--- src/hw/rtl/assert_macros.svh ---
// Assertion macros shared by the pipeline control and the top level of the tick count to date converter.
`ifndef ASSERT_MACROS_SVH
`define ASSERT_MACROS_SVH

// Same-cycle implication, checked on the rising edge and disabled during reset.
`define ASSERT_IMPL(label, ck, rs, ante, cons, msg) \
  label: assert property (@(posedge ck) disable iff (rs) (ante) |-> (cons)) else $error(msg);

// Next-cycle implication, checked on the rising edge and disabled during reset.
`define ASSERT_NEXT(label, ck, rs, ante, cons, msg) \
  label: assert property (@(posedge ck) disable iff (rs) (ante) |=> (cons)) else $error(msg);

`endif

--- src/hw/rtl/tcc_pkg.sv ---
// Package with the widths, constants and types of the tick count to date converter.
package tcc_pkg;

  localparam int TICK_W  = 62;
  localparam int YEAR_W  = 14;
  localparam int MONTH_W = 4;
  localparam int DAY_W   = 5;
  localparam int HOUR_W  = 5;
  localparam int MIN_W   = 6;
  localparam int SEC_W   = 6;

  localparam int NUM_STAGES   = 14;
  localparam int SPLIT_STAGES = 4;
  localparam int DATE_STAGES  = NUM_STAGES - SPLIT_STAGES;

  localparam logic [TICK_W-1:0] MAX_TICKS = 62'd3155378975999999999;

  localparam int DAYS_W    = 22;
  localparam int DAY_REM_W = 26;
  localparam int FRAC_W    = 7;

  localparam logic [25:0] DAY_DIV   = 26'd52734375;
  localparam logic [24:0] DAY_RECIP = 25'((64'd1 << 50) / 64'd52734375);

  localparam logic [33:0] SEC_RECIP  = 34'(((64'd1 << 50) + 64'd78124) / 64'd78125);
  localparam logic [17:0] HOUR_RECIP = 18'(((64'd1 << 29) + 64'd3599) / 64'd3600);
  localparam logic [12:0] MIN_RECIP  = 13'(((64'd1 << 18) + 64'd59) / 64'd60);

  localparam logic [22:0] JD_OFFSET    = 23'(1721426 + 68569);
  localparam logic [24:0] CYCLE_DAYS   = 25'd146097;
  localparam logic [25:0] CYCLE_RECIP  = 26'(((64'd1 << 43) + 64'd146096) / 64'd146097);
  localparam logic [28:0] YEAR_RECIP   = 29'(((64'd1 << 49) + 64'd1461000) / 64'd1461001);
  localparam logic [16:0] MONTH_RECIP  = 17'(((64'd1 << 28) + 64'd2446) / 64'd2447);
  localparam logic [16:0] DIV80_RECIP  = 17'(((64'd1 << 23) + 64'd79) / 64'd80);

  typedef struct packed {
    logic [DAYS_W-1:0]    days;
    logic [DAY_REM_W-1:0] rem;
    logic [FRAC_W-1:0]    frac;
  } split_t;

  typedef struct packed {
    logic [HOUR_W-1:0] hour;
    logic [MIN_W-1:0]  minute;
    logic [SEC_W-1:0]  second;
  } tod_t;

  typedef struct packed {
    logic [YEAR_W-1:0]  year;
    logic [MONTH_W-1:0] month;
    logic [DAY_W-1:0]   day_of_month;
  } date_t;

endpackage

--- src/hw/rtl/tcc_day_split.sv ---
// Clamp and division of the tick count into whole days and the remaining ticks.
module tcc_day_split import tcc_pkg::*; (
  input  logic                    clk,
  input  logic [SPLIT_STAGES-1:0] en,
  input  logic [TICK_W-1:0]       tick_count,
  output split_t                  split
);

  logic [TICK_W-1:0] tick_1;
  logic [DAYS_W-1:0] est_2;
  logic [54:0]       x_2;
  logic [26:0]       rraw_3;
  logic [DAYS_W-1:0] est_3;
  logic [FRAC_W-1:0] frac_3;

  logic [TICK_W-1:0] tick_next;
  logic [56:0]       est_prod;
  logic [26:0]       rraw_next;
  split_t            split_next;

  always_comb begin
    tick_next = (tick_count > MAX_TICKS) ? MAX_TICKS : tick_count;
    est_prod  = 57'(tick_1[61:30]) * 57'(DAY_RECIP);
    rraw_next = 27'(x_2[54:7] - 48'(est_2) * 48'(DAY_DIV));
    split_next.frac = frac_3;
    if (rraw_3 >= 27'(DAY_DIV)) begin
      split_next.days = est_3 + 22'd1;
      split_next.rem  = 26'(rraw_3 - 27'(DAY_DIV));
    end else begin
      split_next.days = est_3;
      split_next.rem  = rraw_3[25:0];
    end
  end

  always_ff @(posedge clk) begin
    if (en[0]) begin
      tick_1 <= tick_next;
    end
    if (en[1]) begin
      est_2 <= est_prod[55:34];
      x_2   <= tick_1[61:7];
    end
    if (en[2]) begin
      rraw_3 <= rraw_next;
      est_3  <= est_2;
      frac_3 <= x_2[6:0];
    end
    if (en[3]) begin
      split <= split_next;
    end
  end

endmodule

--- config.mk ---
export PLATFORM = sky130hd
export DESIGN_NAME = tcc_day_split
export DESIGN_NICKNAME = d
export VERILOG_FILES = /design/src/hw/rtl/assert_macros.svh /design/src/hw/rtl/tcc_pkg.sv /design/src/hw/rtl/tcc_day_split.sv
export SDC_FILE = /design/constraint.sdc
export NUM_CORES = 2
export LEC_CHECK = 0
export BUFFER_PORTS_ARGS = -buffer_cell sky130_fd_sc_hd__buf_2
export CAP_MARGIN = 20
export CORE_UTILIZATION = 55
export CTS_CLUSTER_SIZE = 20
export DETAILED_ROUTE_END_ITERATION = 10
export PLACE_DENSITY = 0.72
export REMOVE_ABC_BUFFERS = 1
export SLEW_MARGIN = 20
export SYNTH_ARGS = -nofsm -noshare
export SYNTH_HDL_FRONTEND = slang
export SYNTH_SLANG_ARGS = --single-unit
--- constraint.sdc ---
create_clock -name clk -period 16.77 [get_ports clk]
set_input_delay 0.8385 -clock clk [delete_from_list [all_inputs] [get_ports clk]]
set_output_delay 0.8385 -clock clk [all_outputs]
set_load 0.1 [all_outputs]
# Word level (Yosys, flattened, before mapping)

Index checks and enable logic that the tools add are counted.

$add $sub $neg: 3
Multipliers: 2
Order comparisons: 2
Muxes and demuxes: 1

Operators by type and width:

| operator                                                                 | count |
|---|---|
| 62-bit > comparator (second input constant)                              | 1 |
| 32-bit by 24-bit multiplier with 55-bit output (second input constant)   | 1 |
| 48-bit two-way mux                                                       | 1 |
| 27-bit by 26-bit >= comparator with 1-bit output (second input constant) | 1 |
| 22-bit by 26-bit multiplier with 27-bit output (second input constant)   | 1 |
| 27-bit subtractor                                                        | 1 |
| 26-bit subtractor (second input constant)                                | 1 |
| 22-bit by 1-bit adder with 22-bit output (second input constant)         | 1 |

Register bits after elaboration: 229
Bits of input ports: 67
Output and inout port bits: 55
Word-level logic and storage cells: 17

# Longest topological paths before layout

Word-level depth: 2
Depth in mapped cells: 24

# Least setup slack after synthesis

No wires, ideal clock.

Path kind: register to register
Start: register tick_1[50]
End: register est_2[11], data pin
Setup time: 259 ps
Data arrival time: 6230 ps
Setup slack: 10282 ps
Cell stages (with the launch flop): 22
Path buffers: 0
Period minus slack after synthesis: 6488 ps
Path through: edfxtp_1 > fa_1 > inv_1 > fa_1 > inv_1 > fa_1 > fa_1 > fa_1 > fa_1 > inv_1 > fa_1 > inv_1 > ha_1 > nand2_1 > nor2_1 > nand2_1 > a2111oi_0 > o21ai_0 > and2_1 > o31ai_1 > a21oi_1 > xnor2_1

Cells in the longest elaborated chain, start to end: 1

RTL lines:

| element                                        | RTL line            | RTL |
|---|---|---|
| from (decl)                                    | tcc_day_split.sv:9  | `logic [TICK_W-1:0] tick_1;` |
| from (signal assigned)                         | tcc_day_split.sv:37 | `tick_1 <= tick_next;` |
| 32-bit by 24-bit multiplier with 55-bit output | tcc_day_split.sv:23 | `est_prod = 57'(tick_1[61:30]) * 57'(DAY_RECIP);` |
| named net est_prod[45]                         | tcc_day_split.sv:17 | `logic [56:0] est_prod;` |
| to (signal assigned)                           | tcc_day_split.sv:40 | `est_2 <= est_prod[55:34];` |
| to (decl)                                      | tcc_day_split.sv:10 | `logic [DAYS_W-1:0] est_2;` |

The timed path passes the listed nets, and every way through them passes these cells.
A chain may end at the register's enable or synchronous reset.

# Final worst setup path

Start: register tick_1[40]
End: register est_2[18], data pin

Same word-level chain as after synthesis.

==> flow_summary.yaml <==
outcome:
  status: "complete, no violations"
setup_path:
  critPathLaunchType: "flip-flop"
  slowest_delay_ps: 620
  end_kind: "flip-flop"
  path_buf_inv: 3
  path_class: "reg -> reg"
  cpMostUsedCell: "fa_1"
  cp_top_family: "adder cells"
  critPathSlowestCell: "edfxtp_1"
  arrival_ps: 7810
  cp_max_fo: 8
  cp_data_required_time_ps: 17070
  crit_chain: "inv_1 -> fa_1 -> xnor2_1 -> ha_1 -> fa_1 -> fa_1 -> inv_1 -> fa_1 -> inv_1 -> fa_1 -> fa_1 -> ha_1 -> and4_1 -> nand3_1 -> a2111oi_2 -> o21ai_0 -> o31ai_1 -> a31o_2 -> a21oi_1 -> xnor2_1"
die:
  row_count: 83
  die-area_sq_um: 53040
  coreArea_sq_um: 51410
  pin_count: 122
  start_util: 0.5576
  fp.dieW_um: 230.3
  die_h_um: 230.3
routing:
  detail-route-antenna-nets: 0
  vias: 17670
  drt_wl_total_um: 64860
  drt_first_iter_violations: 1097
  firstDrtPassIters: 5
  wl_per_cell_um: 19.48
  via_per_inst: 5.306
  drc: 0
job:
  cap_violations: 0
final_layout:
  syn_to_final_growth_pct: 7.913
  n_antenna_cell: 0
  nets: 3621
  drive_above_1_share: 0.07019
synth:
  yosysWarnings: 0
  synthFlopType: "edfxtp_1"
  syn_area_per_cell_sq_um: 11.50
  ys_ff_latch: 222
  synth_area_sq_um: 28670
  ys_seq_area_frac: 0.2326
  yosys.cell_types.count: 64
  synthCells: 2492
  synth_edf_count: 222
  async_flop_share: 0
timing:
  finalMaxSlewViolations: 0
  tightestPinTransition_ps: 1058
  finalHoldViolCount: 0
  finalSetupTns_ps: 0
  fmax_mhz: 133.2
  setup_violations: 0
  min_period_ps: 7510
  period_share: 0.4478
  skew_ps: 30.89
  rsz0062_at_grt: "false"
  slew_headroom: 0.2946
cts:
  clock_latency_ps: 570
  hold_buffers: 0
  cts_sinks: 222
  htree_levels: 1
  cts-buffers-inserted: 26
  post_cts_resized: 0
  root_buffer: "clkbuf_16"
  clk_path_buf_depth: 3
  path_clk_slew_ps: 60
  post_cts_buffers: 0
  cts_tree: "yes"
grt:
  overflow: 0
  grt_first_pass_wirelength_um: 103800
  grt_max_degree: 57
  grt_usage: 0.2557
  first_global_vias: 19380
  grt_antenna_before_repair: 1
placed_design:
  portBuffers: 121
  dp_hpwl_um: 56110
  place_congestion: 0.9444
hold_path:
  hp-class: "reg -> reg"
[cell families (layout without fill, tap and decap cells)]
logic type,Yosys count,in the layout,synth area share
compound gates,226,226,0.05211
fa+ha+maj,924,924,0.5255
flops,222,222,0.2326
simple gates,293,293,0.05351
buf+inv,676,834,0.09009
mux,1,1,0.0003928
xor+xnor,150,150,0.04583
[worst reg2reg max path, stage by stage, from the launching register on]
cell and delay, ps:
edfxtp_1 620, inv_1 250, fa_1 550, xnor2_1 330
ha_1 320, fa_1 470, fa_1 520, inv_1 50
fa_1 480, inv_1 60, fa_1 500, fa_1 490
ha_1 300, and4_1 230, nand3_1 140, a2111oi_2 530
o21ai_0 370, o31ai_1 580, a31o_2 260, a21oi_1 80
xnor2_1 120
[registers in the layout (all words and copies together), names as in the netlist]
signal / count
tick_1: 55
x_2: 34
est_3: 22
rraw_3: 27
est_2: 22
frac_3: 7
split: 55
[path summary, 6_finish.rpt]
check / slack [ps] / start / end / depth (start not counted)
max: 9260 / tick_1[40]$_SDFFCE_PN0P_ / est_2[18]$_DFFE_PP_ / 20
min reg2reg: 420 / tick_1[25]$_SDFFCE_PN0P_ / x_2[18]$_DFFE_PP_ / 0
min: 420 / tick_1[25]$_SDFFCE_PN0P_ / x_2[18]$_DFFE_PP_ / 0
max reg2reg: 9260 / tick_1[40]$_SDFFCE_PN0P_ / est_2[18]$_DFFE_PP_ / 20
[placed cells by master, fill, tap and decap left out, drive strengths merged, types with 42 or more instances in the layout]
cell type,synthesis,layout
inv,660,661
nand2,62,62
xor2,64,64
nor2,50,50
buf,9,127
a21o,42,42
xnor2,86,86
fa,467,467
a21oi,66,66
ha,456,456
edfxtp,222,222
[cells in the mapped netlist (27+ instances only)]
cell type	n	share of area
fa_1	467	0.33
nand2_1	61	0.0080
nand3_1	28	0.0049
ha_1	456	0.20
inv_1	660	0.086
xnor2_1	86	0.026
xor2_1	64	0.020
a21oi_1	65	0.011
o21ai_0	37	0.0065
or2_1	27	0.0059
edfxtp_1	222	0.23
nor2b_1	29	0.0063
nor2_1	50	0.0065
a21o_1	42	0.011
[per-stage QoR]
step | utilization | cell area, sq um | std cells | setup WS [ps] | hold slack [ps]
floorplan | - | 28560 | 2476 | 10280 | 400.3
global route | 0.6018 | 30930 | 3330 | 8901 | 420.4
CTS | 0.6018 | 30930 | 3330 | 9280 | 414.6
detailed placement | 0.5848 | 30060 | 3283 | 9304 | 404.5
finish | 0.6018 | 30930 | 3330 | 9260 | 416.6
global placement | 0.5848 | 30060 | 3283 | 9395 | 400.7
[metal layers]
metal  vias up  part of all wire  GRT usage  routed length [um]
li1       8229                 -          -                   -
met1      8886              0.43     0.3405               27760
met2       465              0.49     0.4413               32010
met3        88             0.056    0.03534                3662
met4         2             0.022    0.06250                1407
met5         -           0.00020          0                  13
[final cells by class]
type	instances	area, sq um
inverter	660	2477
timing repair buffer	127	650.6
clock inverter	19	214.0
tap	680	850.8
fill	4183	20470
clock buffer	28	658.1
multi-input combinational	1594	19420
sequential	222	6666
Power is not shown: default switching activity piles up to over one toggle a cycle in this logic, so the estimate is an artifact.
