## src/hw/rtl/assert_macros.svh

```systemverilog
// Assertion macros shared by the pipeline control and the top level of the tick count to date converter.
`ifndef ASSERT_MACROS_SVH
`define ASSERT_MACROS_SVH

// Same-cycle implication, checked on the rising edge and disabled during reset.
`define ASSERT_IMPL(label, ck, rs, ante, cons, msg) \
  label: assert property (@(posedge ck) disable iff (rs) (ante) |-> (cons)) else $error(msg);

// Next-cycle implication, checked on the rising edge and disabled during reset.
`define ASSERT_NEXT(label, ck, rs, ante, cons, msg) \
  label: assert property (@(posedge ck) disable iff (rs) (ante) |=> (cons)) else $error(msg);

`endif

```

## src/hw/rtl/tcc_pkg.sv

```systemverilog
// Package with the widths, constants and types of the tick count to date converter.
package tcc_pkg;

  localparam int TICK_W  = 62;
  localparam int YEAR_W  = 14;
  localparam int MONTH_W = 4;
  localparam int DAY_W   = 5;
  localparam int HOUR_W  = 5;
  localparam int MIN_W   = 6;
  localparam int SEC_W   = 6;

  localparam int NUM_STAGES   = 14;
  localparam int SPLIT_STAGES = 4;
  localparam int DATE_STAGES  = NUM_STAGES - SPLIT_STAGES;

  localparam logic [TICK_W-1:0] MAX_TICKS = 62'd3155378975999999999;

  localparam int DAYS_W    = 22;
  localparam int DAY_REM_W = 26;
  localparam int FRAC_W    = 7;

  localparam logic [25:0] DAY_DIV   = 26'd52734375;
  localparam logic [24:0] DAY_RECIP = 25'((64'd1 << 50) / 64'd52734375);

  localparam logic [33:0] SEC_RECIP  = 34'(((64'd1 << 50) + 64'd78124) / 64'd78125);
  localparam logic [17:0] HOUR_RECIP = 18'(((64'd1 << 29) + 64'd3599) / 64'd3600);
  localparam logic [12:0] MIN_RECIP  = 13'(((64'd1 << 18) + 64'd59) / 64'd60);

  localparam logic [22:0] JD_OFFSET    = 23'(1721426 + 68569);
  localparam logic [24:0] CYCLE_DAYS   = 25'd146097;
  localparam logic [25:0] CYCLE_RECIP  = 26'(((64'd1 << 43) + 64'd146096) / 64'd146097);
  localparam logic [28:0] YEAR_RECIP   = 29'(((64'd1 << 49) + 64'd1461000) / 64'd1461001);
  localparam logic [16:0] MONTH_RECIP  = 17'(((64'd1 << 28) + 64'd2446) / 64'd2447);
  localparam logic [16:0] DIV80_RECIP  = 17'(((64'd1 << 23) + 64'd79) / 64'd80);

  typedef struct packed {
    logic [DAYS_W-1:0]    days;
    logic [DAY_REM_W-1:0] rem;
    logic [FRAC_W-1:0]    frac;
  } split_t;

  typedef struct packed {
    logic [HOUR_W-1:0] hour;
    logic [MIN_W-1:0]  minute;
    logic [SEC_W-1:0]  second;
  } tod_t;

  typedef struct packed {
    logic [YEAR_W-1:0]  year;
    logic [MONTH_W-1:0] month;
    logic [DAY_W-1:0]   day_of_month;
  } date_t;

endpackage

```

## src/hw/rtl/tcc_time_of_day.sv

```systemverilog
// Hour, minute and second from the ticks left over after whole days.
module tcc_time_of_day import tcc_pkg::*; (
  input  logic                   clk,
  input  logic [DATE_STAGES-1:0] en,
  input  logic [DAY_REM_W-1:0]   rem,
  input  logic [FRAC_W-1:0]      frac,
  output tod_t                   tod
);

  localparam int CALC_STAGES = 5;
  localparam int TOD_DELAY   = DATE_STAGES - CALC_STAGES;

  logic [16:0]       sod_1;
  logic [16:0]       sod_2;
  logic [HOUR_W-1:0] hour_2;
  logic [11:0]       ms_3;
  logic [HOUR_W-1:0] hour_3;
  logic [11:0]       ms_4;
  logic [MIN_W-1:0]  minute_4;
  logic [HOUR_W-1:0] hour_4;
  tod_t              tod_q [TOD_DELAY+1];

  logic [66:0] sod_prod;
  logic [34:0] hour_prod;
  logic [24:0] min_prod;
  logic [11:0] ms_next;
  tod_t        tod_next;

  always_comb begin
    sod_prod        = 67'({rem, frac}) * 67'(SEC_RECIP);
    hour_prod       = 35'(sod_1) * 35'(HOUR_RECIP);
    ms_next         = 12'(sod_2 - 17'(hour_2) * 17'd3600);
    min_prod        = 25'(ms_3) * 25'(MIN_RECIP);
    tod_next.hour   = hour_4;
    tod_next.minute = minute_4;
    tod_next.second = 6'(ms_4 - 12'(minute_4) * 12'd60);
  end

  always_ff @(posedge clk) begin
    if (en[0]) begin
      sod_1 <= sod_prod[66:50];
    end
    if (en[1]) begin
      sod_2  <= sod_1;
      hour_2 <= hour_prod[33:29];
    end
    if (en[2]) begin
      ms_3   <= ms_next;
      hour_3 <= hour_2;
    end
    if (en[3]) begin
      ms_4     <= ms_3;
      minute_4 <= min_prod[23:18];
      hour_4   <= hour_3;
    end
    if (en[4]) begin
      tod_q[0] <= tod_next;
    end
    for (int i = 1; i <= TOD_DELAY; i++) begin
      if (en[CALC_STAGES-1+i]) begin
        tod_q[i] <= tod_q[i-1];
      end
    end
  end

  assign tod = tod_q[TOD_DELAY];

endmodule

```

## config.mk

```make
export PLATFORM = sky130hd
export DESIGN_NAME = tcc_time_of_day
export DESIGN_NICKNAME = d
export VERILOG_FILES = /design/src/hw/rtl/assert_macros.svh /design/src/hw/rtl/tcc_pkg.sv /design/src/hw/rtl/tcc_time_of_day.sv
export SDC_FILE = /design/constraint.sdc
export NUM_CORES = 2
export LEC_CHECK = 0
export ABC_AREA = 1
export BUFFER_PORTS_ARGS = -buffer_cell sky130_fd_sc_hd__buf_2
export CELL_PAD_IN_SITES_DETAIL_PLACEMENT = 0
export CELL_PAD_IN_SITES_GLOBAL_PLACEMENT = 1
export CORE_MARGIN = 4
export CORE_UTILIZATION = 55
export CTS_CLUSTER_SIZE = 14
export DETAILED_ROUTE_END_ITERATION = 10
export GPL_ROUTABILITY_DRIVEN = 0
export PLACE_DENSITY_LB_ADDON = 0.1
export SETUP_SLACK_MARGIN = 0.02
export SYNTH_ARGS = -nofsm -noshare
export SYNTH_HDL_FRONTEND = slang
export SYNTH_SLANG_ARGS = --single-unit
```

## constraint.sdc

```tcl
create_clock -name clk -period 10.4 [get_ports clk]
set_clock_uncertainty 0.1 [all_clocks]
set_input_delay 1.04 -clock clk [delete_from_list [all_inputs] [get_ports clk]]
set_output_delay 1.04 -clock clk [all_outputs]
set_load 0.01 [all_outputs]
```

* Yosys cells after proc, flatten, opt, wreduce, memory -nomap -nowiden
Memory sizes are Yosys's and may differ from the RTL's.
Cells that the tools add are included.
** Operators by class
- $add $sub $neg :: 2
- $mul :: 5
- Muxes and demuxes :: 12
** Operators by type and width (count)
- multiplier 33 x 31 -> 64 bit, second input constant :: 1
- multiplier 17 x 18 -> 34 bit, second input constant :: 1
- multiplier 12 x 12 -> 23 bit, second input constant :: 1
- 2-to-1 mux 1 bit :: 12
- subtractor 12 bit :: 1
- multiplier 5 x 8 -> 8 bit, second input constant :: 1
- multiplier 6 x 4 -> 4 bit, second input constant :: 1
- subtractor 6 bit :: 1
** Word-level totals
- Register bits :: 68
- Bits in writable memories :: 102
- Input bits :: 44
- Word-level logic and storage cells :: 28
- Memories kept :: 1
** Memories
- tod_q :: words 6, width 17, rd ports 6, clocked after memory_dff 0, write ports 6, line tcc_time_of_day.sv:21 : tod_t tod_q [TOD_DELAY+1];

* Longest topological paths before layout
- Word-level depth :: 2
- Depth in mapped cells :: 27

* Worst setup path after synthesis
OpenSTA, ideal clock, no wires.
- Kind :: input -> register
- From :: in rem[13]
- To :: reg sod_1[12], data pin
- Library setup time :: 252 ps
- Arrival :: 6181 ps
- Required time :: 10048 ps
- Setup slack :: 3867 ps
- Stages :: 25
- Path buffers :: 0
- Path through :: ha_1 > inv_1 > fa_1 > inv_1 > fa_1 > inv_1 > fa_1 > inv_1 > fa_1 > fa_1 > fa_1 > inv_1 > fa_1 > inv_1 > ha_1 > nand2_1 > nor2_1 > and2_1 > nand2_1 > nor2_1 > o21ai_1 > inv_1 > nand2_1 > nand3_1 > nand2_1
** Between the ends
- Longest elaborated chain between the ends :: 1
** Ends and longest elaborated chain
- start: declaration :: line tcc_time_of_day.sv:5 : input logic [DAY_REM_W-1:0] rem,
- multiplier 33 x 31 -> 64 bit :: line tcc_time_of_day.sv:30 : sod_prod = 67'({rem, frac}) * 67'(SEC_RECIP);
- net sod_prod[62] :: line tcc_time_of_day.sv:23 : logic [66:0] sod_prod;
- end signal: assignment :: line tcc_time_of_day.sv:41 : sod_1 <= sod_prod[66:50];
- end: declaration :: line tcc_time_of_day.sv:13 : logic [16:0] sod_1;
The timed path passes the listed nets, and every way through them passes these cells.
A chain may end at the register's enable or synchronous reset.

* Worst setup path in the final report
- From :: in rem[12]
- To :: reg sod_1[3], data pin
Same word-level chain as after synthesis.

==> results.md <==
- Share of layout cells above drive strength 1: 3.68%
- CTS tree: yes
- Largest family of logic cells by synthesized area: adder cells
- Worst Path Class, Setup: in -> reg
- DP Worst Slack: approximately 3 ns
- Post-DP HPWL: 77700 µm
- Initial DRC Count: 1341
- Port Buf Inserts: 60
- Slew Limit Fails: 0
- Detail Route Antenna Nets: 0
- # H-tree levels: 4
- Final WL: between 80000 and 90000 µm
- Average wire per standard cell: 19.4 µm
- Cell Area, Synth: 0.0329 mm²
- Core footprint: around 0.06 mm²
- Clk root buf: clkbuf_16
- Die footprint: 0.0639 mm²
- Vias: 22200
- Worst Hold Depth: 0
- Ys flop type: edfxtp_1
- Final setup viols: 0
- Max transition margin: 64.4%
- Vias/cell: 5.09
- DIE HEIGHT: 253 µm
- Worst Path Required: 10.50 ns
- Die width: 253 µm
- Inserted Diodes: 0
- Area grow syn2layout: 5.78%
- Initial antenna violation count: 0
- Pin count of the biggest net entering global routing: 22
- Post-CTS setup buffer count: 0
- Syn Nets: 4691
- Final Hold Viols: 0
- Starting Density: 55.7%
- Grt total ovfl: 0
- Yosys top cell area share: 36.9%
- FF-to-FF setup slack: ~5 ns
- Startpoint Class: primary input
- CTS resizes: 0
- Max FO, Critical Path: 8
- Row cnt: 89
- Max Cap Violations: 0
- Cts hold-fix bufs: 0
- DP Area: 0.0342 mm²
- Worst Path Arrival: approximately 7 ns
- I/O pin cnt: between 60 and 70
- Yosys warning count: 0
- Initial DRT Pass Iterations: 5
- Final setup margin: around 3.4 ns
- Worst skew pair latency: 0.44 ns
- Reg-to-Reg End: hour_2[1]$_DFFE_PP_
- Seq cells post-synth: 170
- Post-synthesis mux area share: 0%
- Fmax: 144 MHz
- Sink Count: 170
- Post-synthesis xor/xnor area fraction: 0.745%
- Final TNS setup: 0 ns
- Complex-gate fraction of the synthesized area: 2.31%
- Simple-Gate Fraction of Synth Area: 11.3%
- CTS Buf Count: 17
- R2R cell count: 17
- Finished Cell Area: 0.0348 mm²
- DRC violation count after routing: 0
- Worst-Margin Slew: 0.534 ns
- # nets final: between 4000 and 5000
- Area contributors post-synth: fa_1 (37%), ha_1 (21%), edfxtp_1 (16%)
- Hold endpoint: tod_q[3][15]$_DFFE_PP_
- Cell count after synthesis: 3494
- Status: completed
- First-pass GRT wire length: 137000 µm
- All-layer global routing usage: ~28%
- Worst hold path type: reg -> reg
- Clock Path Buffers: 2
- Post-Synth Adder-Cell Area: 57.6%
- CTS clk-pin slew, worst paths: around 0.09 ns
- Post-synth cell types: 37
- Vias in the first global route: around 24000
- Hold Path Origin: tod_q[2][15]$_DFFE_PP_
- CP Capture Type: flip-flop
- Tmin final: 6.96 ns
- RSZ-0062 raised after global routing: no
- Post-synth EDFFs: 170
- Sequential area share after synthesis: 15.5%
- Avg Inst Size Synth: 9.42 µm²
- Async SR Flop Fraction: 0%
- Largest area contributor in the netlist: fa_1
- FF-to-FF Start: sod_1[6]$_DFFE_PP_
- Final Cycle Share: 66.9%
## per-layer routing
layer | part of all wire [%] | vias up | GRT usage [%]
met5 | 0 | - | 0
met4 | 4.2 | 0 | 9.63
met3 | 7.5 | 122 | 6.72
met2 | 44 | 632 | 43.6
met1 | 45 | 10800 | 39.9
li1 | - | 10600 | -
## per-stage QoR
step	hold WS [ns]	utilization, %	cells
after floorplan	0.300	-	3494
after detailed placement	0.305	57.8	4327
after CTS	0.311	58.9	4359
after global placement	0.301	57.8	4327
after global routing	0.318	58.9	4359
final	0.307	58.9	4359
## synthesized netlist by cell type, drive strengths merged (2+ instances only)
cell and number:
inv 1092, nand2 633, fa 607, ha 546
edfxtp 170, nor2 155, a21oi 85, nand3 71
o21ai 27, nand4 19, nor3 19, xnor2 14
xor2 14, a21o 9, o21bai 9, and2 7
clkinv 3, a21boi 2, and3 2, o21a 2
or2 2
## cells in the final DEF, fill, tap and decap left out, types with 14 or more instances in the layout
cell type | netlist | routed
a21oi_1 | 84 | 84
buf_2 | 0 | 60
clkbuf_16 | 0 | 17
edfxtp_1 | 170 | 170
fa_1 | 607 | 607
ha_1 | 546 | 546
inv_1 | 1087 | 1087
nand2_1 | 623 | 623
nand3_1 | 70 | 70
nand4_1 | 19 | 19
nor2_1 | 139 | 139
nor3_1 | 16 | 16
o21ai_0 | 25 | 25
xnor2_1 | 14 | 14
xor2_1 | 14 | 14
## critical path, stage by stage
cell and delay (ns):
buf_2 0.26, ha_1 0.38, inv_1 0.10, fa_1 0.51, inv_1 0.05, fa_1 0.50
inv_1 0.05, fa_1 0.50, inv_1 0.05, fa_1 0.55, fa_1 0.43, fa_1 0.50
inv_1 0.05, fa_1 0.47, inv_1 0.04, ha_1 0.30, nand2_1 0.11, inv_1 0.08
nand2_1 0.06, nor2_1 0.23, nand3_1 0.13, nor2_2 0.16, nand4_1 0.25, nand3_1 0.16
nand2_1 0.07
## cells by family after synthesis
| family | after synthesis |
|---|---|
| adder cells (fa/ha/maj) | 1153 |
| AO/OA/AOI/OAI | 138 |
| XOR/XNOR | 28 |
| AND/OR/NAND/NOR | 910 |
| flip-flops | 170 |
| buffers and inverters | 1095 |
## sequential cells by signal, indices dropped and copies added (netlist names)
name / flops
tod_q: 102
sod_1: 17
ms_3: 12
sod_2: 12
minute_4: 6
ms_4: 6
hour_2: 5
hour_3: 5
hour_4: 5
## area by class of cell
| type | count | area [µm²] |
|---|---|---|
| multi-input cells | 2229 | 23700 |
| inverters | 1095 | 4110 |
| repair buffers | 60 | 300 |
| clock inverters | 15 | 211 |
| clock buffers | 17 | 425 |
| flip-flops and latches | 170 | 5100 |
| well taps | 773 | 967 |
| fillers | 5196 | 24300 |
## how the worst max path moves through the flow
stage	from	depth (start not counted)	slack, ns	end
3_3_place_gp	rem[11]	25	3.05	sod_1[3]$_DFFE_PP_
5_1_grt	rem[12]	25	3.16	sod_1[3]$_DFFE_PP_
4_1_cts	rem[11]	25	3.47	sod_1[3]$_DFFE_PP_
6_report	rem[12]	25	3.44	sod_1[3]$_DFFE_PP_
2_1_floorplan	rem[13]	25	3.87	sod_1[12]$_DFFE_PP_
3_5_place_dp	rem[11]	25	3.01	sod_1[3]$_DFFE_PP_
Power is left out: the tool's default activity adds up to more than one toggle a clock period on the data nets, which glitch-free logic cannot reach.
