File: src/hw/rtl/assert_macros.svh
// Assertion macros shared by the pipeline control and the top level of the tick count to date converter.
`ifndef ASSERT_MACROS_SVH
`define ASSERT_MACROS_SVH

// Same-cycle implication, checked on the rising edge and disabled during reset.
`define ASSERT_IMPL(label, ck, rs, ante, cons, msg) \
  label: assert property (@(posedge ck) disable iff (rs) (ante) |-> (cons)) else $error(msg);

// Next-cycle implication, checked on the rising edge and disabled during reset.
`define ASSERT_NEXT(label, ck, rs, ante, cons, msg) \
  label: assert property (@(posedge ck) disable iff (rs) (ante) |=> (cons)) else $error(msg);

`endif

File: src/hw/rtl/tcc_pkg.sv
// Package with the widths, constants and types of the tick count to date converter.
package tcc_pkg;

  localparam int TICK_W  = 62;
  localparam int YEAR_W  = 14;
  localparam int MONTH_W = 4;
  localparam int DAY_W   = 5;
  localparam int HOUR_W  = 5;
  localparam int MIN_W   = 6;
  localparam int SEC_W   = 6;

  localparam int NUM_STAGES   = 14;
  localparam int SPLIT_STAGES = 4;
  localparam int DATE_STAGES  = NUM_STAGES - SPLIT_STAGES;

  localparam logic [TICK_W-1:0] MAX_TICKS = 62'd3155378975999999999;

  localparam int DAYS_W    = 22;
  localparam int DAY_REM_W = 26;
  localparam int FRAC_W    = 7;

  localparam logic [25:0] DAY_DIV   = 26'd52734375;
  localparam logic [24:0] DAY_RECIP = 25'((64'd1 << 50) / 64'd52734375);

  localparam logic [33:0] SEC_RECIP  = 34'(((64'd1 << 50) + 64'd78124) / 64'd78125);
  localparam logic [17:0] HOUR_RECIP = 18'(((64'd1 << 29) + 64'd3599) / 64'd3600);
  localparam logic [12:0] MIN_RECIP  = 13'(((64'd1 << 18) + 64'd59) / 64'd60);

  localparam logic [22:0] JD_OFFSET    = 23'(1721426 + 68569);
  localparam logic [24:0] CYCLE_DAYS   = 25'd146097;
  localparam logic [25:0] CYCLE_RECIP  = 26'(((64'd1 << 43) + 64'd146096) / 64'd146097);
  localparam logic [28:0] YEAR_RECIP   = 29'(((64'd1 << 49) + 64'd1461000) / 64'd1461001);
  localparam logic [16:0] MONTH_RECIP  = 17'(((64'd1 << 28) + 64'd2446) / 64'd2447);
  localparam logic [16:0] DIV80_RECIP  = 17'(((64'd1 << 23) + 64'd79) / 64'd80);

  typedef struct packed {
    logic [DAYS_W-1:0]    days;
    logic [DAY_REM_W-1:0] rem;
    logic [FRAC_W-1:0]    frac;
  } split_t;

  typedef struct packed {
    logic [HOUR_W-1:0] hour;
    logic [MIN_W-1:0]  minute;
    logic [SEC_W-1:0]  second;
  } tod_t;

  typedef struct packed {
    logic [YEAR_W-1:0]  year;
    logic [MONTH_W-1:0] month;
    logic [DAY_W-1:0]   day_of_month;
  } date_t;

endpackage

File: src/hw/rtl/tcc_civil_date.sv
// Gregorian year, month and day from the whole day count.
module tcc_civil_date import tcc_pkg::*; (
  input  logic                   clk,
  input  logic [DATE_STAGES-1:0] en,
  input  logic [DAYS_W-1:0]      days,
  output date_t                  date
);

  logic [22:0]        a_1;
  logic [22:0]        a_2;
  logic [7:0]         c_2;
  logic [15:0]        a2_3;
  logic [7:0]         c_3;
  logic [27:0]        n_4;
  logic [15:0]        a2_4;
  logic [7:0]         c_4;
  logic [6:0]         yr_5;
  logic [15:0]        a2_5;
  logic [7:0]         c_5;
  logic [8:0]         a3_6;
  logic [YEAR_W-1:0]  yb_6;
  logic [15:0]        n2_7;
  logic [8:0]         a3_7;
  logic [YEAR_W-1:0]  yb_7;
  logic [MONTH_W-1:0] mo_8;
  logic [8:0]         a3_8;
  logic [YEAR_W-1:0]  yb_8;
  logic [15:0]        m2_9;
  logic [MONTH_W-1:0] mo_9;
  logic [8:0]         a3_9;
  logic [YEAR_W-1:0]  yb_9;

  logic [50:0]       c_prod;
  logic [24:0]       cyc_sum;
  logic [15:0]       a2_next;
  logic [27:0]       n_next;
  logic [56:0]       yr_prod;
  logic [17:0]       yd_prod;
  logic [8:0]        a3_next;
  logic [YEAR_W-1:0] yb_next;
  logic [32:0]       mo_prod;
  logic [32:0]       d80_prod;
  logic [8:0]        d80;
  logic              wrap;
  date_t             date_next;

  always_comb begin
    c_prod   = 51'({a_1, 2'b00}) * 51'(CYCLE_RECIP);
    cyc_sum  = 25'(c_2) * CYCLE_DAYS + 25'd3;
    a2_next  = 16'(a_2 - cyc_sum[24:2]);
    n_next   = (28'(a2_3) + 28'd1) * 28'd4000;
    yr_prod  = 57'(n_4) * 57'(YEAR_RECIP);
    yd_prod  = 18'(yr_5) * 18'd1461;
    a3_next  = 9'(17'(a2_5) + 17'd31 - 17'(yd_prod[17:2]));
    yb_next  = (14'(c_5) - 14'd49) * 14'd100 + 14'(yr_5);
    mo_prod  = 33'(n2_7) * 33'(MONTH_RECIP);
    d80_prod = 33'(m2_9) * 33'(DIV80_RECIP);
    d80      = d80_prod[31:23];
    wrap     = (mo_9 >= 4'd11);
    date_next.day_of_month = 5'(a3_9 - d80);
    date_next.month        = wrap ? (mo_9 - 4'd10) : (mo_9 + 4'd2);
    date_next.year         = yb_9 + 14'(wrap);
  end

  always_ff @(posedge clk) begin
    if (en[0]) begin
      a_1 <= 23'(days) + JD_OFFSET;
    end
    if (en[1]) begin
      a_2 <= a_1;
      c_2 <= c_prod[50:43];
    end
    if (en[2]) begin
      a2_3 <= a2_next;
      c_3  <= c_2;
    end
    if (en[3]) begin
      n_4  <= n_next;
      a2_4 <= a2_3;
      c_4  <= c_3;
    end
    if (en[4]) begin
      yr_5 <= yr_prod[55:49];
      a2_5 <= a2_4;
      c_5  <= c_4;
    end
    if (en[5]) begin
      a3_6 <= a3_next;
      yb_6 <= yb_next;
    end
    if (en[6]) begin
      n2_7 <= 16'(a3_6) * 16'd80;
      a3_7 <= a3_6;
      yb_7 <= yb_6;
    end
    if (en[7]) begin
      mo_8 <= mo_prod[31:28];
      a3_8 <= a3_7;
      yb_8 <= yb_7;
    end
    if (en[8]) begin
      m2_9 <= 16'(mo_8) * 16'd2447;
      mo_9 <= mo_8;
      a3_9 <= a3_8;
      yb_9 <= yb_8;
    end
    if (en[9]) begin
      date <= date_next;
    end
  end

endmodule

File: config.mk
export PLATFORM = sky130hd
export DESIGN_NAME = tcc_civil_date
export DESIGN_NICKNAME = d
export VERILOG_FILES = /design/src/hw/rtl/assert_macros.svh /design/src/hw/rtl/tcc_pkg.sv /design/src/hw/rtl/tcc_civil_date.sv
export SDC_FILE = /design/constraint.sdc
export NUM_CORES = 2
export LEC_CHECK = 0
export BUFFER_PORTS_ARGS = -buffer_cell sky130_fd_sc_hd__buf_2
export CAP_MARGIN = 20
export CORE_MARGIN = 3
export CORE_UTILIZATION = 50
export CTS_CLUSTER_DIAMETER = 50
export DETAILED_ROUTE_END_ITERATION = 8
export PLACE_DENSITY = 0.66
export RECOVER_POWER = 100
export SYNTH_ARGS = -nofsm -noshare
export SYNTH_HDL_FRONTEND = slang
export SYNTH_SLANG_ARGS = --single-unit
File: constraint.sdc
create_clock -name clk -period 9.3 [get_ports clk]
set_clock_uncertainty 0.2 [all_clocks]
set_input_delay 1.86 -clock clk [delete_from_list [all_inputs] [get_ports clk]]
set_output_delay 1.86 -clock clk [all_outputs]
set_load 0.02 [all_outputs]
After elaboration in Yosys (flattened, before gate mapping)
Cells that the tools add are included.
{"block": "word_totals", "regBits": 274, "word_cells": 50, "input_bits": 33}
{"block": "classes", "n_mux": 1, "n_lt_le_gt_ge": 1, "add_sub_neg": 12, "mul": 10}
{"op": "$mul A23 B27 Y49 const B", "count": 1}
{"op": "$mul A23 B24 Y47 const B", "count": 1}
{"op": "$mul A16 B16 Y27 const B", "count": 1}
{"op": "$mul A12 B15 Y26 const B", "count": 1}
{"op": "$add A22 B21 Y23 const B", "count": 1}
{"op": "$mul A17 B7 Y23 const B", "count": 1}
{"op": "$add A18 B2 Y18 const B", "count": 1}
{"op": "$mul A8 B18 Y18 const B", "count": 1}
{"op": "$add A16 B1 Y17 const B", "count": 1}
{"op": "$mul A4 B12 Y16 const B", "count": 1}
{"op": "$sub A16 B16 Y16", "count": 1}
{"op": "$add A14 B1 Y14", "count": 1}
{"op": "$add A14 B7 Y14", "count": 1}
{"op": "$mul A14 B5 Y12 const B", "count": 1}
{"op": "$mul A9 B3 Y12 const B", "count": 1}
{"op": "$mul A7 B11 Y11 const B", "count": 1}
{"op": "$add A9 B5 Y9 const B", "count": 1}
{"op": "$sub A8 B6 Y9 const B", "count": 1}
{"op": "$sub A9 B9 Y9", "count": 1}
{"op": "$sub A5 B5 Y5", "count": 1}
{"op": "$add A4 B2 Y4 const B", "count": 1}
{"op": "$ge A4 B4 Y1 const B", "count": 1}
{"op": "$mux W4", "count": 1}
{"op": "$sub A4 B4 Y4 const B", "count": 1}

Logic depth before layout (Yosys ltp)
{"block": "depth", "depth_word": 3, "depth_mapped": 27, "ltp_nobuf": 27}

Worst setup path after synthesis
Ideal clock, no wire load.
{"block": "synth_path", "path_type": "reg-to-reg", "startpoint": "register m2_9[3]", "endpoint": "register date[4] (netlist name) (data pin)", "n_path_buf": 0, "stages_incl_launch_ff": 27, "setup_slack_ps": 2752, "setup_time_ps": 260, "arrival_time_ps": 6088, "cell_sequence": "edfxtp_1 > ha_1 > inv_1 > fa_1 > inv_1 > fa_1 > inv_1 > fa_1 > fa_1 > fa_1 > inv_1 > ha_1 > a21o_1 > a21o_1 > a21oi_1 > o21ai_0 > a21oi_1 > nor2_1 > xnor2_1 > ha_1 > inv_1 > fa_1 > a21o_1 > a21oi_1 > xnor2_1 > xnor2_1 > xnor2_1"}
{"element": "from (decl)", "line_no": "tcc_civil_date.sv:28", "source": "logic [15:0] m2_9;"}
{"element": "from (signal assigned)", "line_no": "tcc_civil_date.sv:102", "source": "m2_9 <= 16'(mo_8) * 16'd2447;"}
{"element": "to (signal assigned)", "line_no": "tcc_civil_date.sv:108", "source": "date <= date_next;"}
{"element": "to (decl)", "line_no": "tcc_civil_date.sv:6", "source": "output date_t date"}

Worst setup path after layout
{"block": "layout_path", "startpoint": "register n_4[11]", "endpoint": "register yr_5[6] (data pin)"}
{"block": "layout_via", "elab_chain_len": 1}
{"element": "from (decl)", "line_no": "tcc_civil_date.sv:14", "source": "logic [27:0] n_4;"}
{"element": "from (signal assigned)", "line_no": "tcc_civil_date.sv:78", "source": "n_4 <= n_next;"}
{"element": "$mul A23 B27 Y49", "line_no": "tcc_civil_date.sv:52", "source": "yr_prod = 57'(n_4) * 57'(YEAR_RECIP);"}
{"element": "named net yr_prod[55]", "line_no": "tcc_civil_date.sv:37", "source": "logic [56:0] yr_prod;"}
{"element": "to (signal assigned)", "line_no": "tcc_civil_date.sv:83", "source": "yr_5 <= yr_prod[55:49];"}
{"element": "to (decl)", "line_no": "tcc_civil_date.sv:17", "source": "logic [6:0] yr_5;"}
The timed path passes the listed nets, and every way through them passes these cells.
A chain may end at the register's enable or synchronous reset.

==> run metrics <==
status complete, but fails checks; violated checks max-capacitance violations, max-slew violations; CP bufs+invs 4; Die Wd approximately 300 um; end of the critical path yr_5[6]$_DFFE_PP_; Placed Cells between 4,000 and 5,000; flop2flop setup slack about 1.6 ns; worst path required time 9.55 ns; vias in the first global route 28,000; initial antenna violation count 0; cts bufs inserted just over 40; post-synth top area cell fa_1; Routed WL between 80,000 and 90,000 um; Wirelength per Cell 17.5 um; Least-Margin Pin Slew ~2.4 ns; Max-slew headroom -0.585; Placer Congestion around 0.95; gr ovfl total 0; CTS Sinks 271; site row count 106; Yosys cell types 57; R2R depth 20; drt drc 0; Worst R2R Start n_4[11]$_DFFE_PP_; first-pass GRT wire length 146,000 um; #FFs+latches synth 271; Final Critical Period approximately 7.7 ns; DR vias/cell around 5; layout cells sized above 1 0.0270; IO Count 56; clk_lat worst skew roughly 0.58 ns; Post-DRT Antenna Nets 0; detailed placement HPWL around 78,000 um; WS Path Type flip-flop to flip-flop; Mapped Avg Cell Area 11.3 um^2; GR peak layer met2; crit path max fanout 6; post-synth top area share 0.335; crit-path cells inv_1 -> fa_1 -> inv_1 -> fa_1 -> fa_1 -> inv_1 -> fa_1 -> fa_1 -> inv_1 -> fa_1 -> fa_1 -> ha_1 -> and4_1 -> nor2b_1 -> o31ai_1 -> a31oi_1 -> o41ai_1 -> a21oi_1 -> or3_1 -> nand3_1; Clock Tree Root clkbuf_16; gr usage total 0.208; Final Non-Filler Cells between 5,000 and 6,000; Setup crit start kind flip-flop; Crit path max-delay family adder cells; Post-Synthesis Cells between 3,000 and 4,000; Syn Std Cell Area ~42,000 um^2; Syn Nets about 5,300; PortBufs 55; P&R area growth vs syn 7.42%; final hold vios 0; max cap viols 4; WP data arrival slightly below 8 ns; fmax approximately 0.13 GHz; CTS Buffer Depth 3; Nets approximately 5,400; main flop type after synthesis edfxtp_1; met3 usage 0.0273; RSZ-0062 raised after global routing no; DR iter-0 viols 1,064; main area contributors after synthesis fa_1 34%, ha_1 25%, edfxtp_1 19%; HP Class flip-flop to flip-flop; H-tree depth 2; CTS Hold Bufs 0; worst reg2reg endpoint yr_5[6]$_DFFE_PP_; most frequent CP cell fa_1; critical path depth 20; EDFF count, synth around 270; Yosys warnings 0; Crit. Startpoint n_4[11]$_DFFE_PP_; antenna cells 0; setup bufs post-CTS 0; Final setup viols 0; CTS tree built; routing usage on met1 0.271; met2 Use GR 0.361; period utilization 0.827; final core utilization 0.543; routed vias ~25,000; Async SR Flop Fraction 0; final slew viol count 130; slowest library cell on the worst path o41ai_1; Core Area about 84,000 um^2; setup_tns 0 ns; CP endpoint kind flip-flop; clock slew at reported path FFs around 0.06 ns; CP peak stage delay just under 0.8 ns; Starting Density 0.506; Die H around 300 um; post_cts resized 0; Initial DRT Pass Iterations 5; Seq/Total Area, Yosys 0.192; largest net degree at the start of global routing 41; Die ar. ~90,000 um^2
[stage by stage]
step	instance area (um^2)	setup slack, ns	hold WS (ns)
2_1_floorplan	42300	2.75	0.200
3_3_place_gp	44000	2.10	0.200
3_5_place_dp	44000	2.01	0.205
4_1_cts	45500	1.99	0.203
5_1_grt	45400	1.15	0.209
6_report	45400	1.61	0.210
[cell usage after synthesis (2+ instances only)]
master / count
inv_1: 1110
ha_1: 833
fa_1: 708
edfxtp_1: 271
xnor2_1: 143
a21oi_1: 97
nor2_1: 77
nand2_1: 74
xor2_1: 62
o21ai_0: 50
nand3_1: 43
a21o_1: 37
nor3_1: 22
and3_1: 20
o21bai_1: 20
a31oi_1: 17
nor2b_1: 17
nand4_1: 15
o21a_1: 15
o211ai_1: 13
or3_1: 10
a211oi_1: 9
o31ai_1: 9
and4_1: 6
nor4_1: 6
a211o_1: 5
a31o_2: 5
and2_1: 5
nand2b_1: 5
a21boi_0: 4
o311ai_0: 4
or2_2: 4
o21ba_2: 3
a21oi_2: 2
a41o_1: 2
a41oi_1: 2
o2111ai_1: 2
o221ai_1: 2
o22ai_1: 2
o31a_1: 2
o41ai_1: 2
xnor3_1: 2
[worst register-to-register path: stages, from the launching register on]
cell and delay (ns):
edfxtp_1 0.54, inv_1 0.15, fa_1 0.55, inv_1 0.13, fa_1 0.56, fa_1 0.53
inv_1 0.06, fa_1 0.49, fa_1 0.55, inv_1 0.05, fa_1 0.50, fa_1 0.42
ha_1 0.29, and4_1 0.21, nor2b_1 0.13, o31ai_1 0.38, a31oi_1 0.30, o41ai_1 0.78
a21oi_1 0.27, or3_1 0.41, nand3_1 0.08
[worst min-delay path by stage]
stage	start	to	cells after the start
after floorplan	a2_4[0]$_DFFE_PP_	a2_5[0]$_DFFE_PP_	0
after global routing	yb_6[1]$_DFFE_PP_	yb_7[1]$_DFFE_PP_	0
after detailed placement	a2_4[8]$_DFFE_PP_	a2_5[8]$_DFFE_PP_	0
after CTS	yb_6[1]$_DFFE_PP_	yb_7[1]$_DFFE_PP_	0
final	yb_6[1]$_DFFE_PP_	yb_7[1]$_DFFE_PP_	0
after global placement	c_4[1]$_DFFE_PP_	c_5[1]$_DFFE_PP_	0
[registers in the layout, indices dropped and copies added (netlist names)]
| register | flops |
|---|---|
| a2_3 | 16 |
| a_1 | 23 |
| a3_6 | 9 |
| m2_9 | 16 |
| mo_8 | 4 |
| a3_8 | 5 |
| c_4 | 8 |
| c_5 | 8 |
| c_3 | 8 |
| a3_7 | 5 |
| yb_9 | 14 |
| a3_9 | 5 |
| n2_7 | 10 |
| a2_5 | 9 |
| yb_7 | 14 |
| n_4 | 23 |
| a_2 | 16 |
| yb_8 | 14 |
| c_2 | 8 |
| yr_5 | 7 |
| a2_4 | 9 |
| yb_6 | 14 |
| date | 23 |
| mo_9 | 3 |
[kinds of logic after synthesis]
kind of cell,synth area share
mux,0.000266
simple gates,0.0352
xor+xnor,0.0435
flops,0.192
compound gates,0.0488
fa+ha+maj,0.581
buf+inv,0.0985
[placed cells by master (no fill, tap or decap), types with 5 or more instances in the layout]
cell / Yosys / layout
inv_1: 1110 / 1110
ha_1: 833 / 833
fa_1: 708 / 708
edfxtp_1: 271 / 271
xnor2_1: 143 / 143
a21oi_1: 97 / 99
nor2_1: 77 / 77
nand2_1: 74 / 74
xor2_1: 62 / 62
o21ai_0: 50 / 50
nand3_1: 43 / 43
clkbuf_16: 0 / 41
clkbuf_1: 0 / 39
a21o_1: 37 / 37
nor3_1: 22 / 22
and3_1: 20 / 20
o21bai_1: 20 / 20
buf_2: 0 / 20
nor2b_1: 17 / 17
a31oi_1: 17 / 17
o21a_1: 15 / 15
nand4_1: 15 / 15
o211ai_1: 13 / 13
or3_1: 10 / 10
a211oi_1: 9 / 9
o31ai_1: 9 / 9
inv_6: 0 / 8
bufinv_16: 0 / 7
and4_1: 6 / 6
a31o_2: 5 / 5
a211o_1: 5 / 5
a21boi_0: 4 / 5
nand2b_1: 5 / 5
nor4_1: 6 / 5
clkinv_8: 0 / 5
[area by class of cell]
cell class	instances	area, um^2
multi-input combinational	2371	30000
inverter	1110	4170
clock buffer	44	1040
fill	7312	38200
clock inverter	31	460
sequential	271	8140
timing repair buffer	57	243
tap	1134	1420
[routing by layer]
layer | part of all wire | vias to the layer above | routed length (um)
met2 | 0.49 | 446 | 43100
met5 | 0 | - | 0
li1 | - | 12100 | -
met3 | 0.038 | 159 | 3360
met1 | 0.43 | 12500 | 38000
met4 | 0.037 | 0 | 3240
Power is left out: the tool's default activity adds up to more than one toggle a clock period on the data nets, which glitch-free logic cannot reach.
